==> config.mk <==
export PLATFORM = sky130hd
export DESIGN_NAME = postfix_expression_evaluator_core_flat
export DESIGN_NICKNAME = d
export VERILOG_FILES = /design/src/design/pfx_eval_pkg.sv /design/src/design/pfx_eval_ifs.sv /design/src/design/pfx_eval_alu.sv /design/src/design/postfix_expression_evaluator_core.sv /design/src/flat_wrapper.sv
export SDC_FILE = /design/constraint.sdc
export NUM_CORES = 1
export LEC_CHECK = 0
export ABC_AREA = 0
export BUFFER_PORTS_ARGS = -buffer_cell sky130_fd_sc_hd__buf_4
export CELL_PAD_IN_SITES_DETAIL_PLACEMENT = 1
export CELL_PAD_IN_SITES_GLOBAL_PLACEMENT = 2
export CORE_MARGIN = 2
export CORE_UTILIZATION = 47
export CTS_BUF_LIST = sky130_fd_sc_hd__clkbuf_8
export DETAILED_ROUTE_END_ITERATION = 8
export GPL_TIMING_DRIVEN = 0
export PLACE_DENSITY_LB_ADDON = 0.2
export REMOVE_ABC_BUFFERS = 1
export SLEW_MARGIN = 20
export SYNTH_ARGS = -nofsm -noshare
export SYNTH_HDL_FRONTEND = slang
export SYNTH_SLANG_ARGS = --single-unit
==> constraint.sdc <==
create_clock -name clock -period 10.76 [get_ports clock]
set_clock_uncertainty 0.1 [all_clocks]
set_input_delay 0.538 -clock clock [delete_from_list [all_inputs] [get_ports clock]]
set_output_delay 0.538 -clock clock [all_outputs]
set_load 0.02 [all_outputs]
==> src/design/pfx_eval_pkg.sv <==
// Shared types and constants of the postfix evaluator.
package pfx_eval_pkg;

   localparam int DATA_W = 32;
   localparam int STEP_W = 5;    // counts the 32 steps of multiply and divide

   localparam logic [2:0] ST_OK        = 3'd0;
   localparam logic [2:0] ST_UNDERFLOW = 3'd1;
   localparam logic [2:0] ST_OVERFLOW  = 3'd2;
   localparam logic [2:0] ST_UNKNOWN   = 3'd3;
   localparam logic [2:0] ST_DIVZERO   = 3'd4;
   localparam logic [2:0] ST_LEFTOVER  = 3'd5;

   localparam logic [7:0] CH_ZERO  = 8'h30;
   localparam logic [7:0] CH_NINE  = 8'h39;
   localparam logic [7:0] CH_UP_A  = 8'h41;
   localparam logic [7:0] CH_UP_Z  = 8'h5A;
   localparam logic [7:0] CH_LO_A  = 8'h61;
   localparam logic [7:0] CH_LO_Z  = 8'h7A;
   localparam logic [7:0] CH_PLUS  = 8'h2B;
   localparam logic [7:0] CH_MINUS = 8'h2D;
   localparam logic [7:0] CH_STAR  = 8'h2A;
   localparam logic [7:0] CH_SLASH = 8'h2F;

   typedef logic [1:0] alu_op_type;
   localparam alu_op_type ALU_ADD = 2'd0;
   localparam alu_op_type ALU_SUB = 2'd1;
   localparam alu_op_type ALU_MUL = 2'd2;
   localparam alu_op_type ALU_DIV = 2'd3;

   typedef struct packed {
      logic       start;
      alu_op_type op;
   } alu_cmd_type;

endpackage

==> src/design/pfx_eval_ifs.sv <==
// Valid/ready channel interfaces for expression characters and results.
interface pfx_req_if;
   logic       valid;
   logic       ready;
   logic [7:0] symbol;
   logic       last;

   modport source (output valid, output symbol, output last, input ready);
   modport sink   (input valid, input symbol, input last, output ready);
endinterface

interface pfx_rsp_if;
   logic               valid;
   logic               ready;
   logic signed [31:0] value;
   logic        [2:0]  status;

   modport source (output valid, output value, output status, input ready);
   modport sink   (input valid, input value, input status, output ready);
endinterface

==> src/design/pfx_eval_alu.sv <==
// Shared arithmetic unit: registered add/subtract, 32-step multiply and divide.
module pfx_eval_alu
   import pfx_eval_pkg::*;
(
   input  logic              clock,
   input  logic              reset,
   input  alu_cmd_type       cmd,
   input  logic [DATA_W-1:0] opa,
   input  logic [DATA_W-1:0] opb,
   output logic              done,
   output logic [DATA_W-1:0] result
);

   logic              busy_ff, busy_in;
   logic              fix_ff, fix_in;
   logic              done_ff, done_in;
   logic [STEP_W-1:0] cnt_ff, cnt_in;
   alu_op_type        op_ff, op_in;
   logic              neg_ff, neg_in;
   logic [DATA_W-1:0] acc_ff, acc_in;
   logic [DATA_W-1:0] quo_ff, quo_in;
   logic [DATA_W-1:0] mcand_ff, mcand_in;
   logic [DATA_W-1:0] result_ff, result_in;
   logic [DATA_W:0]   rem_sh;
   logic [DATA_W:0]   diff;

   always_comb begin
      busy_in   = busy_ff;
      fix_in    = 1'b0;
      done_in   = 1'b0;
      cnt_in    = cnt_ff;
      op_in     = op_ff;
      neg_in    = neg_ff;
      acc_in    = acc_ff;
      quo_in    = quo_ff;
      mcand_in  = mcand_ff;
      result_in = result_ff;
      rem_sh    = {acc_ff, quo_ff[DATA_W-1]};
      diff      = rem_sh - {1'b0, mcand_ff};
      if (cmd.start) begin
         op_in  = cmd.op;
         cnt_in = '0;
         acc_in = '0;
         unique case (cmd.op)
            ALU_ADD: begin
               result_in = opa + opb;
               done_in   = 1'b1;
            end
            ALU_SUB: begin
               result_in = opa - opb;
               done_in   = 1'b1;
            end
            ALU_MUL: begin
               quo_in   = opb;
               mcand_in = opa;
               busy_in  = 1'b1;
            end
            ALU_DIV: begin
               // work on magnitudes, sign fixed at the end
               quo_in   = opa[DATA_W-1] ? (~opa + 1'b1) : opa;
               mcand_in = opb[DATA_W-1] ? (~opb + 1'b1) : opb;
               neg_in   = opa[DATA_W-1] ^ opb[DATA_W-1];
               busy_in  = 1'b1;
            end
            default: ;
         endcase
      end else if (busy_ff) begin
         if (op_ff == ALU_MUL) begin
            acc_in   = acc_ff + (quo_ff[0] ? mcand_ff : '0);
            mcand_in = {mcand_ff[DATA_W-2:0], 1'b0};
            quo_in   = {1'b0, quo_ff[DATA_W-1:1]};
         end else if (!diff[DATA_W]) begin
            acc_in = diff[DATA_W-1:0];
            quo_in = {quo_ff[DATA_W-2:0], 1'b1};
         end else begin
            acc_in = rem_sh[DATA_W-1:0];
            quo_in = {quo_ff[DATA_W-2:0], 1'b0};
         end
         cnt_in = cnt_ff + 1'b1;
         if (cnt_ff == '1) begin
            busy_in = 1'b0;
            fix_in  = 1'b1;
         end
      end else if (fix_ff) begin
         if (op_ff == ALU_MUL) begin
            result_in = acc_ff;
         end else begin
            result_in = neg_ff ? (~quo_ff + 1'b1) : quo_ff;
         end
         done_in = 1'b1;
      end
   end

   always_ff @(posedge clock) begin
      if (reset) begin
         busy_ff <= 1'b0;
         fix_ff  <= 1'b0;
         done_ff <= 1'b0;
      end else begin
         busy_ff <= busy_in;
         fix_ff  <= fix_in;
         done_ff <= done_in;
      end
      cnt_ff    <= cnt_in;
      op_ff     <= op_in;
      neg_ff    <= neg_in;
      acc_ff    <= acc_in;
      quo_ff    <= quo_in;
      mcand_ff  <= mcand_in;
      result_ff <= result_in;
   end

   assign done   = done_ff;
   assign result = result_ff;

endmodule

==> src/design/postfix_expression_evaluator_core.sv <==
// Postfix evaluator: one ASCII character per input word, one result word per expression.
// Characters arrive one word at a time; letters and digits push their code minus 48, and
// + - * / combine the two top values (left op right, 32-bit wrapping, division truncating
// toward zero). A word marked last causes one result word carrying the top value (0 on an
// empty stack) and the first error of the expression, after which the stack clears. An
// operand or an ignored character is handled in the cycle it is accepted; an operator
// passes through S_OPER and S_WAIT, and * and / run through the shared 32-step multiply/divide
// unit (a division by zero skips the unit and S_WAIT); a last word then passes through
// S_FIN to load the result register, and waits there while an earlier result is not yet
// taken. The stack is a one-read one-write memory of STACK_DEPTH entries; only entries
// below the fill count are used, so it needs no clearing after reset.
module postfix_expression_evaluator_core
   import pfx_eval_pkg::*;
#(
   parameter int STACK_DEPTH = 16
) (
   input  logic     clock,
   input  logic     reset,
   pfx_req_if.sink  req_chan,
   pfx_rsp_if.source rsp_chan
);

   localparam int ADDR_W = (STACK_DEPTH > 1) ? $clog2(STACK_DEPTH) : 1;
   localparam int CNT_W  = $clog2(STACK_DEPTH + 1);

   localparam logic [2:0] S_IDLE = 3'd0;
   localparam logic [2:0] S_OPER = 3'd1;
   localparam logic [2:0] S_WAIT = 3'd2;
   localparam logic [2:0] S_FIN  = 3'd3;

   logic [2:0]        state_ff, state_in;
   logic [CNT_W-1:0]  count_ff, count_in;
   logic [2:0]        err_ff, err_in;
   logic              last_ff, last_in;
   alu_op_type        op_ff, op_in;
   logic [DATA_W-1:0] top_ff, top_in;
   logic              rsp_valid_ff, rsp_valid_in;
   logic [DATA_W-1:0] rsp_value_ff, rsp_value_in;
   logic [2:0]        rsp_status_ff, rsp_status_in;

   logic [DATA_W-1:0] stack_mem [STACK_DEPTH];
   logic [DATA_W-1:0] rd_data_ff;
   logic [ADDR_W-1:0] rd_addr;
   logic              wr_en;
   logic [ADDR_W-1:0] wr_addr;
   logic [DATA_W-1:0] wr_data;

   alu_cmd_type       alu_cmd;
   logic              alu_done;
   logic [DATA_W-1:0] alu_result;

   logic              accept;
   logic              is_alnum;
   logic              is_oper;
   logic [CNT_W-1:0]  count_m2;

   function automatic logic [2:0] keep_first(input logic [2:0] cur, input logic [2:0] code);
      keep_first = (cur == ST_OK) ? code : cur;
   endfunction

   assign accept   = req_chan.valid && (state_ff == S_IDLE);
   assign is_alnum = ((req_chan.symbol >= CH_ZERO) && (req_chan.symbol <= CH_NINE)) ||
                     ((req_chan.symbol >= CH_UP_A) && (req_chan.symbol <= CH_UP_Z)) ||
                     ((req_chan.symbol >= CH_LO_A) && (req_chan.symbol <= CH_LO_Z));
   assign is_oper  = (req_chan.symbol == CH_PLUS) || (req_chan.symbol == CH_MINUS) ||
                     (req_chan.symbol == CH_STAR) || (req_chan.symbol == CH_SLASH);
   assign count_m2 = count_ff - CNT_W'(2);
   // left operand slot; read every cycle, valid in the cycle after an operator word
   assign rd_addr  = count_m2[ADDR_W-1:0];

   always_comb begin
      state_in      = state_ff;
      count_in      = count_ff;
      err_in        = err_ff;
      last_in       = last_ff;
      op_in         = op_ff;
      top_in        = top_ff;
      rsp_valid_in  = rsp_valid_ff && !rsp_chan.ready;
      rsp_value_in  = rsp_value_ff;
      rsp_status_in = rsp_status_ff;
      wr_en         = 1'b0;
      wr_addr       = rd_addr;
      wr_data       = alu_result;
      alu_cmd.start = 1'b0;
      alu_cmd.op    = op_ff;

      unique case (state_ff)
         S_IDLE: begin
            if (accept) begin
               last_in  = req_chan.last;
               state_in = req_chan.last ? S_FIN : S_IDLE;
               if (is_alnum) begin
                  if (count_ff == CNT_W'(STACK_DEPTH)) begin
                     err_in = keep_first(err_ff, ST_OVERFLOW);
                  end else begin
                     wr_en    = 1'b1;
                     wr_addr  = count_ff[ADDR_W-1:0];
                     wr_data  = {{(DATA_W-8){1'b0}}, req_chan.symbol - CH_ZERO};
                     top_in   = wr_data;
                     count_in = count_ff + 1'b1;
                  end
               end else if (is_oper) begin
                  if (count_ff < CNT_W'(2)) begin
                     err_in = keep_first(err_ff, ST_UNDERFLOW);
                  end else begin
                     state_in = S_OPER;
                     priority case (req_chan.symbol)
                        CH_PLUS:  op_in = ALU_ADD;
                        CH_MINUS: op_in = ALU_SUB;
                        CH_STAR:  op_in = ALU_MUL;
                        default:  op_in = ALU_DIV;
                     endcase
                  end
               end else begin
                  err_in = keep_first(err_ff, ST_UNKNOWN);
               end
            end
         end
         S_OPER: begin
            if ((op_ff == ALU_DIV) && (top_ff == '0)) begin
               err_in   = keep_first(err_ff, ST_DIVZERO);
               wr_en    = 1'b1;
               wr_data  = '0;
               top_in   = '0;
               count_in = count_ff - 1'b1;
               state_in = last_ff ? S_FIN : S_IDLE;
            end else begin
               alu_cmd.start = 1'b1;
               state_in      = S_WAIT;
            end
         end
         S_WAIT: begin
            if (alu_done) begin
               wr_en    = 1'b1;
               top_in   = alu_result;
               count_in = count_ff - 1'b1;
               state_in = last_ff ? S_FIN : S_IDLE;
            end
         end
         S_FIN: begin
            if (!rsp_valid_ff || rsp_chan.ready) begin
               rsp_valid_in = 1'b1;
               rsp_value_in = (count_ff != '0) ? top_ff : '0;
               if (err_ff != ST_OK) begin
                  rsp_status_in = err_ff;
               end else if (count_ff == '0) begin
                  rsp_status_in = ST_UNDERFLOW;
               end else if (count_ff > CNT_W'(1)) begin
                  rsp_status_in = ST_LEFTOVER;
               end else begin
                  rsp_status_in = ST_OK;
               end
               count_in = '0;
               err_in   = ST_OK;
               state_in = S_IDLE;
            end
         end
         default: state_in = S_IDLE;
      endcase
   end

   always_ff @(posedge clock) begin
      if (reset) begin
         state_ff     <= S_IDLE;
         count_ff     <= '0;
         err_ff       <= ST_OK;
         rsp_valid_ff <= 1'b0;
      end else begin
         state_ff     <= state_in;
         count_ff     <= count_in;
         err_ff       <= err_in;
         rsp_valid_ff <= rsp_valid_in;
      end
      last_ff       <= last_in;
      op_ff         <= op_in;
      top_ff        <= top_in;
      rsp_value_ff  <= rsp_value_in;
      rsp_status_ff <= rsp_status_in;
   end

   always_ff @(posedge clock) begin
      if (wr_en) begin
         stack_mem[wr_addr] <= wr_data;
      end
      rd_data_ff <= stack_mem[rd_addr];
   end

   pfx_eval_alu u_alu (
      .clock  (clock),
      .reset  (reset),
      .cmd    (alu_cmd),
      .opa    (rd_data_ff),
      .opb    (top_ff),
      .done   (alu_done),
      .result (alu_result)
   );

   assign req_chan.ready  = (state_ff == S_IDLE);
   assign rsp_chan.valid  = rsp_valid_ff;
   assign rsp_chan.value  = rsp_value_ff;
   assign rsp_chan.status = rsp_status_ff;

endmodule

==> src/flat_wrapper.sv <==
// flat-port wrapper written by rule: the top's interface ports become plain ports
module postfix_expression_evaluator_core_flat import pfx_eval_pkg::*;
#(
   parameter int STACK_DEPTH = 16
)
  (clock, reset, req_chan_valid, req_chan_symbol, req_chan_last, req_chan_ready, rsp_chan_valid, rsp_chan_value, rsp_chan_status, rsp_chan_ready);
  pfx_req_if req_chan_i ();
  pfx_rsp_if rsp_chan_i ();
  input  logic clock;
  input  logic reset;
  input wire logic [$bits(req_chan_i.valid)-1:0] req_chan_valid;
  input wire logic [$bits(req_chan_i.symbol)-1:0] req_chan_symbol;
  input wire logic [$bits(req_chan_i.last)-1:0] req_chan_last;
  output wire logic [$bits(req_chan_i.ready)-1:0] req_chan_ready;
  output wire logic [$bits(rsp_chan_i.valid)-1:0] rsp_chan_valid;
  output wire logic [$bits(rsp_chan_i.value)-1:0] rsp_chan_value;
  output wire logic [$bits(rsp_chan_i.status)-1:0] rsp_chan_status;
  input wire logic [$bits(rsp_chan_i.ready)-1:0] rsp_chan_ready;
  assign req_chan_i.valid = req_chan_valid;
  assign req_chan_i.symbol = req_chan_symbol;
  assign req_chan_i.last = req_chan_last;
  assign req_chan_ready = req_chan_i.ready;
  assign rsp_chan_valid = rsp_chan_i.valid;
  assign rsp_chan_value = rsp_chan_i.value;
  assign rsp_chan_status = rsp_chan_i.status;
  assign rsp_chan_i.ready = rsp_chan_ready;
  postfix_expression_evaluator_core #(.STACK_DEPTH(STACK_DEPTH)) u_core (.clock(clock), .reset(reset), .req_chan(req_chan_i), .rsp_chan(rsp_chan_i));
endmodule
# Word-level counts from Yosys, hierarchy flattened
# Memory sizes are Yosys's and may differ from the RTL's. A register that Yosys moved wholly into a read port is not among the register bits.
# Cells that the tools add are included.
[totals] regBits=221 mem_bits_rw=512 memories=1
[op_classes] add_sub_neg=12 magnitude_cmp=8 eq_ne=27 muxes=88 n_bitwise=7 n_reduce_logical=41
[mem_list] name="u_core.stack_mem" depth=16 width=32 rd=1 rd_clocked_by_memory_dff=1 wr=1 line_no="postfix_expression_evaluator_core.sv:41" text="logic [DATA_W-1:0] stack_mem [STACK_DEPTH];"
[op_table] op="32-bit 2-to-1 mux" count=25
[op_table] op="32-bit case mux with 2 select lines" count=4
[op_table] op="32-bit by 1-bit adder with 32-bit output, second input constant" count=3
[op_table] op="32-bit inverter" count=3
[op_table] op="32-bit case mux with 3 select lines" count=1
[op_table] op="32-bit adder" count=2
[op_table] op="3-bit 2-to-1 mux" count=20
[op_table] op="33-bit by 32-bit subtractor with 33-bit output" count=1
[op_table] op="8-bit by 6-bit equality test with 1-bit output, second input constant" count=4
[op_table] op="32-bit logical NOT" count=1
[op_table] op="32-bit subtractor" count=1
[op_table] op="5-bit 2-to-1 mux" count=6
[op_table] op="1-bit 2-to-1 mux" count=21
[op_table] op="5-bit case mux with 4 select lines" count=1
[op_table] op="8-bit by 7-bit >= comparator with 1-bit output, second input constant" count=2
[op_table] op="8-bit by 7-bit less-or-equal comparator with 1-bit output, second input constant" count=2
[op_table] op="4-bit 2-to-1 mux" count=4
[op_table] op="2-bit by 1-bit != test with 1-bit output, second input constant" count=7
[op_table] op="3-bit case mux with 4 select lines" count=1
[op_table] op="5-bit by 1-bit adder with 5-bit output, second input constant" count=2
[op_table] op="5-bit equality test, second input constant" count=2
[op_table] op="3-bit != test, second input constant" count=3
[op_table] op="3-bit case mux with 3 select lines" count=1
[op_table] op="3-bit AND reduction" count=3
[op_table] op="35 further kinds" count=63

# Longest topological paths before layout
[depth] ltp_word=9 ltp_mapped=18 mapped_depth_nobuf=18

# By module
# A second synthesis with hierarchy kept.
[hier_totals] hier_cells=3039 hier_area_um2=38948.6
[by_module_without_submodules] mod="postfix_expression_evaluator_core" n_inst=1 cells_each=1194 area_per_inst_um2=24425.9 seq_area_each_um2=18337.6
[by_module_without_submodules] mod="pfx_eval_alu" n_inst=1 cells_each=1845 area_per_inst_um2=14522.7 seq_area_each_um2=3773.6

# Worst setup path before layout
# No wires, ideal clock.
[synth_path] kind="register -> register" startpoint="register u_core.top_ff[0]" endpoint="register u_core.top_ff[0] (enable)" setup_time_ns=0.595 t_arrival_ns=7.922 required_ns=10.065 path_slack_ns=2.143 stages_incl_launch_ff=13 path_buffers=2 synth_period_minus_slack_ns=8.617 path_cell_list="edfxtp_1 > inv_1 > ha_1 > or3b_4 > nor4b_4 > nand4b_2 > or4_4 > or3_4 > nand2_4 > inv_2 > buf_6 > clkbuf_1 > a2111oi_0"
[synth_via] elab_chain_cells=4
[synth_rtl] element="start, declared" line_no="postfix_expression_evaluator_core.sv:36" text="logic [DATA_W-1:0] top_ff, top_in;"
[synth_rtl] element="start signal, assigned" line_no="postfix_expression_evaluator_core.sv:176" text="top_ff <= top_in;"
[synth_rtl] element="32-bit logical NOT" line_no="postfix_expression_evaluator_core.sv:120" text="if ((op_ff == ALU_DIV) && (top_ff == '0)) begin"
[synth_rtl] element="1-bit logical AND" line_no="postfix_expression_evaluator_core.sv:120"
[synth_rtl] element="2-bit by 1-bit != test with 1-bit output (no line)"
[synth_rtl] element="6-bit AND reduction (no line)"
# No other way between the ends.
# A chain may end at the register's enable or synchronous reset.

# Worst setup path after layout
[layout_path] startpoint="register u_core.top_ff[0]" endpoint="register u_core.u_alu.result_ff[31] (netlist: u_core.u_alu.result[31]), data pin"
[layout_via] elab_chain_cells=5 elab_cells_between_ends=8 cone_classes="add/sub: 2; mux: 4; reduce/logical: 2"
[layout_rtl] element="parallel branches: the longest is 4 deep, another holds 32-bit subtractor"
[layout_rtl] element="32-bit 2-to-1 mux (*)" line_no="pfx_eval_alu.sv:40" text="if (cmd.start) begin"
[layout_rtl] element="via u_core.u_alu.result_in[31]" line_no="pfx_eval_alu.sv:23" text="logic [DATA_W-1:0] result_ff, result_in;"
[layout_rtl] element="end signal, assigned" line_no="pfx_eval_alu.sv:110" text="result_ff <= result_in;"
[layout_rtl] element="end, declared" line_no="pfx_eval_alu.sv:23"
# Mark *: on every way through the listed nets, which the timed path passes.

==> flow_summary_export.csv <==
group,metric,value,unit
status,status,"finished clean",
grt,overflow,0,
synth,yosysUniqueCellTypes,89,
power_and_ir_drop,pwr_density_cell,265.2,nW/um2
routing,via_per_inst,5.937,
critical_path,arrival,6.35,ns
synth,seq_area_frac_synth,0.5733,
power_and_ir_drop,peakVddDrop,0.0001352,V
routing,dr.pass1.iters,7,
placed_design,dp_hpwl,78590,um
critical_path,slowest_delay,0.78,ns
floorplan,io_pins,50,
hold_path,hold_path.class,"input port to register",
grt,grt_pass1_vias,26804,
grt,antenna_found_initial,11,
synth,synthArstFlopShare,0,
critical_path,endpoint_kind,"register",
clock_tree,clock_latency,0.79,ns
critical_path,crit_fanout,5,
placed_design,dpl_cell_area,41260,um2
critical_path,startpoint_type,"register",
timing,finalWorstSetupSlack,4.761,ns
timing,rsz0062_at_grt,"false",
synth,synth_ff_type,"edfxtp_1",
synth,ys_ff_latch,764,
floorplan,core-area,81720,um2
floorplan,rows,105,
routing,wl_per_cell,25.53,um
timing,finalHoldViolCount,0,
critical_path,worstPathCellList,"inv_1 -> ha_1 -> or3b_4 -> nor4b_4 -> nand2_1 -> or4_1 -> nand2_1 -> xor2_1 -> ha_1 -> and3_1 -> o2111ai_1 -> a211oi_1 -> nor4bb_1 -> o31a_1 -> o31ai_1 -> a221oi_1 -> nand4b_1 -> nand3_1",
clock_tree,cts_made_buffers,130,
routing,vias,25362,
floorplan,dieWidth,290.5,um
routing,drt_iter0_markers,1915,
cells_and_area,final_cell_area,43820,um2
synth,synth_warnings,0,
clock_tree,clock-root-buffer,"clkbuf_8",
timing,fmax,166.7,MHz
synth,syn_inst,3006,
clock_tree,post_cts_buffers,0,
clock_tree,clock_sinks,764,
clock_tree,htreeDepth,4,
floorplan,start_util,0.4720,
timing,layout_min_cycle_time,5.999,ns
flow_run,maxCapViolCount,0,
clock_tree,clk_pin_slew,0.06,ns
synth,syn_area,38570,um2
routing,drc,0,
timing,worst_pin_slew,1.121,ns
timing,holdWs,0.07812,ns
timing,min_period_over_period,0.5575,
critical_path,cp_num_buf_inv,1,
clock_tree,tritoncts,"yes",
routing,ant_nets,0,
grt,grt_pass1_wl,165700,um
cells_and_area,drive_gt1_frac,0.1656,
timing,finalMaxSlewViolations,0,
critical_path,crit_required,11.11,ns
critical_path,worstSetupPathType,"register to register",
routing,wirelength,109100,um
synth,synth_enable_flop_cells,681,
grt,grt_start_max_net_pins,102,
floorplan,dieHeight,290.5,um
placed_design,pre_cts_ws,4.705,ns
cells_and_area,final_nets,3227,
timing,maxSlewHeadroom,0.2474,
clock_tree,clock_path_buffers,3,
critical_path,critPathTopFamily,"simple AND/OR/NAND/NOR gates",
synth,synth_area_leader_cell,"edfxtp_1",
synth,ys_top_cells_by_area,"edfxtp_1 53%, mux4_2 9.3%, dfxtp_1 4.3%",
cells_and_area,flow.area_growth_from_synthesis,13.61,%
power_and_ir_drop,p_leak,15.37,nW
floorplan,die-area,84370,um2
timing,finalSetupViolCount,0,
placed_design,portBuffers,49,
synth,syn_avg_cell_area,12.83,um2
critical_path,worst_path_max_delay_cell,"nor4bb_1",
placed_design,gp_congestion,0.8922,
synth,synth_top_area_frac,0.5302,
grt,track_usage,0.2597,
[stage by stage]
stage | util | cells | TNS [ns] | power (W)
after floorplan | - | 2833 | -57.44 | 0.007585
after global placement | 0.4845 | 3952 | -3645.29 | 0.008948
after detailed placement | 0.5049 | 4029 | 0 | 0.009079
after CTS | 0.5361 | 4270 | 0 | 0.01167
after global routing | 0.5362 | 4271 | 0 | 0.01228
final | 0.5362 | 4272 | 0 | 0.01162
[layer usage]
| metal | vias to the layer above | track usage | routed length (um) |
|---|---|---|---|
| li1 | 11693 | - | - |
| met1 | 12864 | 0.3400 | 46880 |
| met2 | 613 | 0.4426 | 54500 |
| met3 | 188 | 0.03426 | 4246 |
| met4 | 4 | 0.09832 | 3411 |
| met5 | - | 0 | 25 |
[report_power, final]
group / internal (W) / total [W] / switching, W / leakage [nW]
Combinational: 0.00197 / 0.00466 / 0.00269 / 7.08
Clock: 0.00131 / 0.00254 / 0.00123 / 1.43
Sequential: 0.00387 / 0.00442 / 0.000553 / 6.87
Total: 0.00714 / 0.0116 / 0.00448 / 15.4
[registers in the layout (all words and copies together), names as in the netlist, 2 cells and up]
signal / flops
u_core.stack_mem: 512
u_core.rd_data_ff: 32
u_core.rsp_chan.value: 32
u_core.top_ff: 32
u_core.u_alu.acc_ff: 32
u_core.u_alu.mcand_ff: 32
u_core.u_alu.quo_ff: 32
u_core.u_alu.result: 32
u_core.count_ff: 5
u_core.u_alu.cnt_ff: 5
u_core.err_ff: 3
u_core.rsp_chan.status: 3
u_core.op_ff: 2
u_core.state_ff: 2
u_core.u_alu.op_ff: 2
[cells by family (layout without fill, tap and decap cells)]
family                   Yosys count  count (layout)  share of synthesized area
XOR/XNOR                         200             200                    0.04542
multiplexers                     190             190                     0.1015
buffers and inverters            255             449                    0.02563
adder cells (fa/ha/maj)          120             120                    0.03951
flip-flops                       764             764                     0.5733
other                              0               2                          0
AND/OR/NAND/NOR                  794             794                     0.1001
AO/OA/AOI/OAI                    683             683                     0.1146
[cells in the mapped netlist (all sizes together) (36+ instances only)]
cell type / number
inv: 82
a21oi: 137
xor2: 136
a21o: 36
a211oi: 47
a31oi: 41
dfxtp: 83
nor2b: 62
nand3: 37
nand2: 267
nor3: 42
o211ai: 66
xnor2: 64
o31ai: 37
ha: 117
o21ai: 187
nor2: 192
edfxtp: 681
clkbuf: 149
and2: 62
mux4: 160
[what timing repair did]
action,4_1_cts,5_1_grt
gates resized for setup,0,0
hold buffers,3,0
endpoints found under the setup margin,0,0
hold endpoints to repair,14,0
[worst reg2reg max path: stages (launching register included)]
cell and delay, ns:
edfxtp_1 0.47, inv_1 0.17, ha_1 0.21, or3b_4 0.43
nor4b_4 0.41, nand2_1 0.24, or4_1 0.47, nand2_1 0.09
xor2_1 0.19, ha_1 0.31, and3_1 0.20, o2111ai_1 0.13
a211oi_1 0.15, nor4bb_1 0.78, o31a_1 0.33, o31ai_1 0.18
a221oi_1 0.42, nand4b_1 0.17, nand3_1 0.20
[worst paths after layout]
| path | depth (start not counted) | slack, ns | start | to |
|---|---|---|---|---|
| setup / recovery | 18 | 4.76 | u_core.top_ff[0]$_DFFE_PP_ | u_core.u_alu.result[31]$_DFFE_PP_ |
| hold / removal | 3 | 0.08 | req_chan_symbol[1] | u_core.top_ff[1]$_DFFE_PP_ |
| setup reg to reg | 18 | 4.76 | u_core.top_ff[0]$_DFFE_PP_ | u_core.u_alu.result[31]$_DFFE_PP_ |
| hold reg to reg | 0 | 0.37 | u_core.err_ff[1]$_SDFFE_PP0P_ | u_core.rsp_chan.status[1]$_SDFFCE_PP0P_ |
[placed cells by master (no fill, tap or decap), drive strengths merged, types with 41 or more instances in the layout]
cell type / count
mux4: 160
o21ai: 187
ha: 117
a211oi: 47
o211ai: 66
clkbuf: 138
inv: 130
nor3: 42
dfxtp: 83
xor2: 136
nand2: 267
edfxtp: 681
a21oi: 137
nor2: 192
a31oi: 41
buf: 126
xnor2: 64
nor2b: 62
clkinv: 47
and2: 62
[final cells by class]
type	count	area, um2
multi-input cells	1987	15720
repair buffers	129	1808
clock buffers	138	1899
well taps	1070	1339
clock inverters	100	618.1
diodes	2	5.005
fillers	8095	37900
flip-flops and latches	764	22120
inverters	82	310.3
Power figures use the tool's default switching activity.
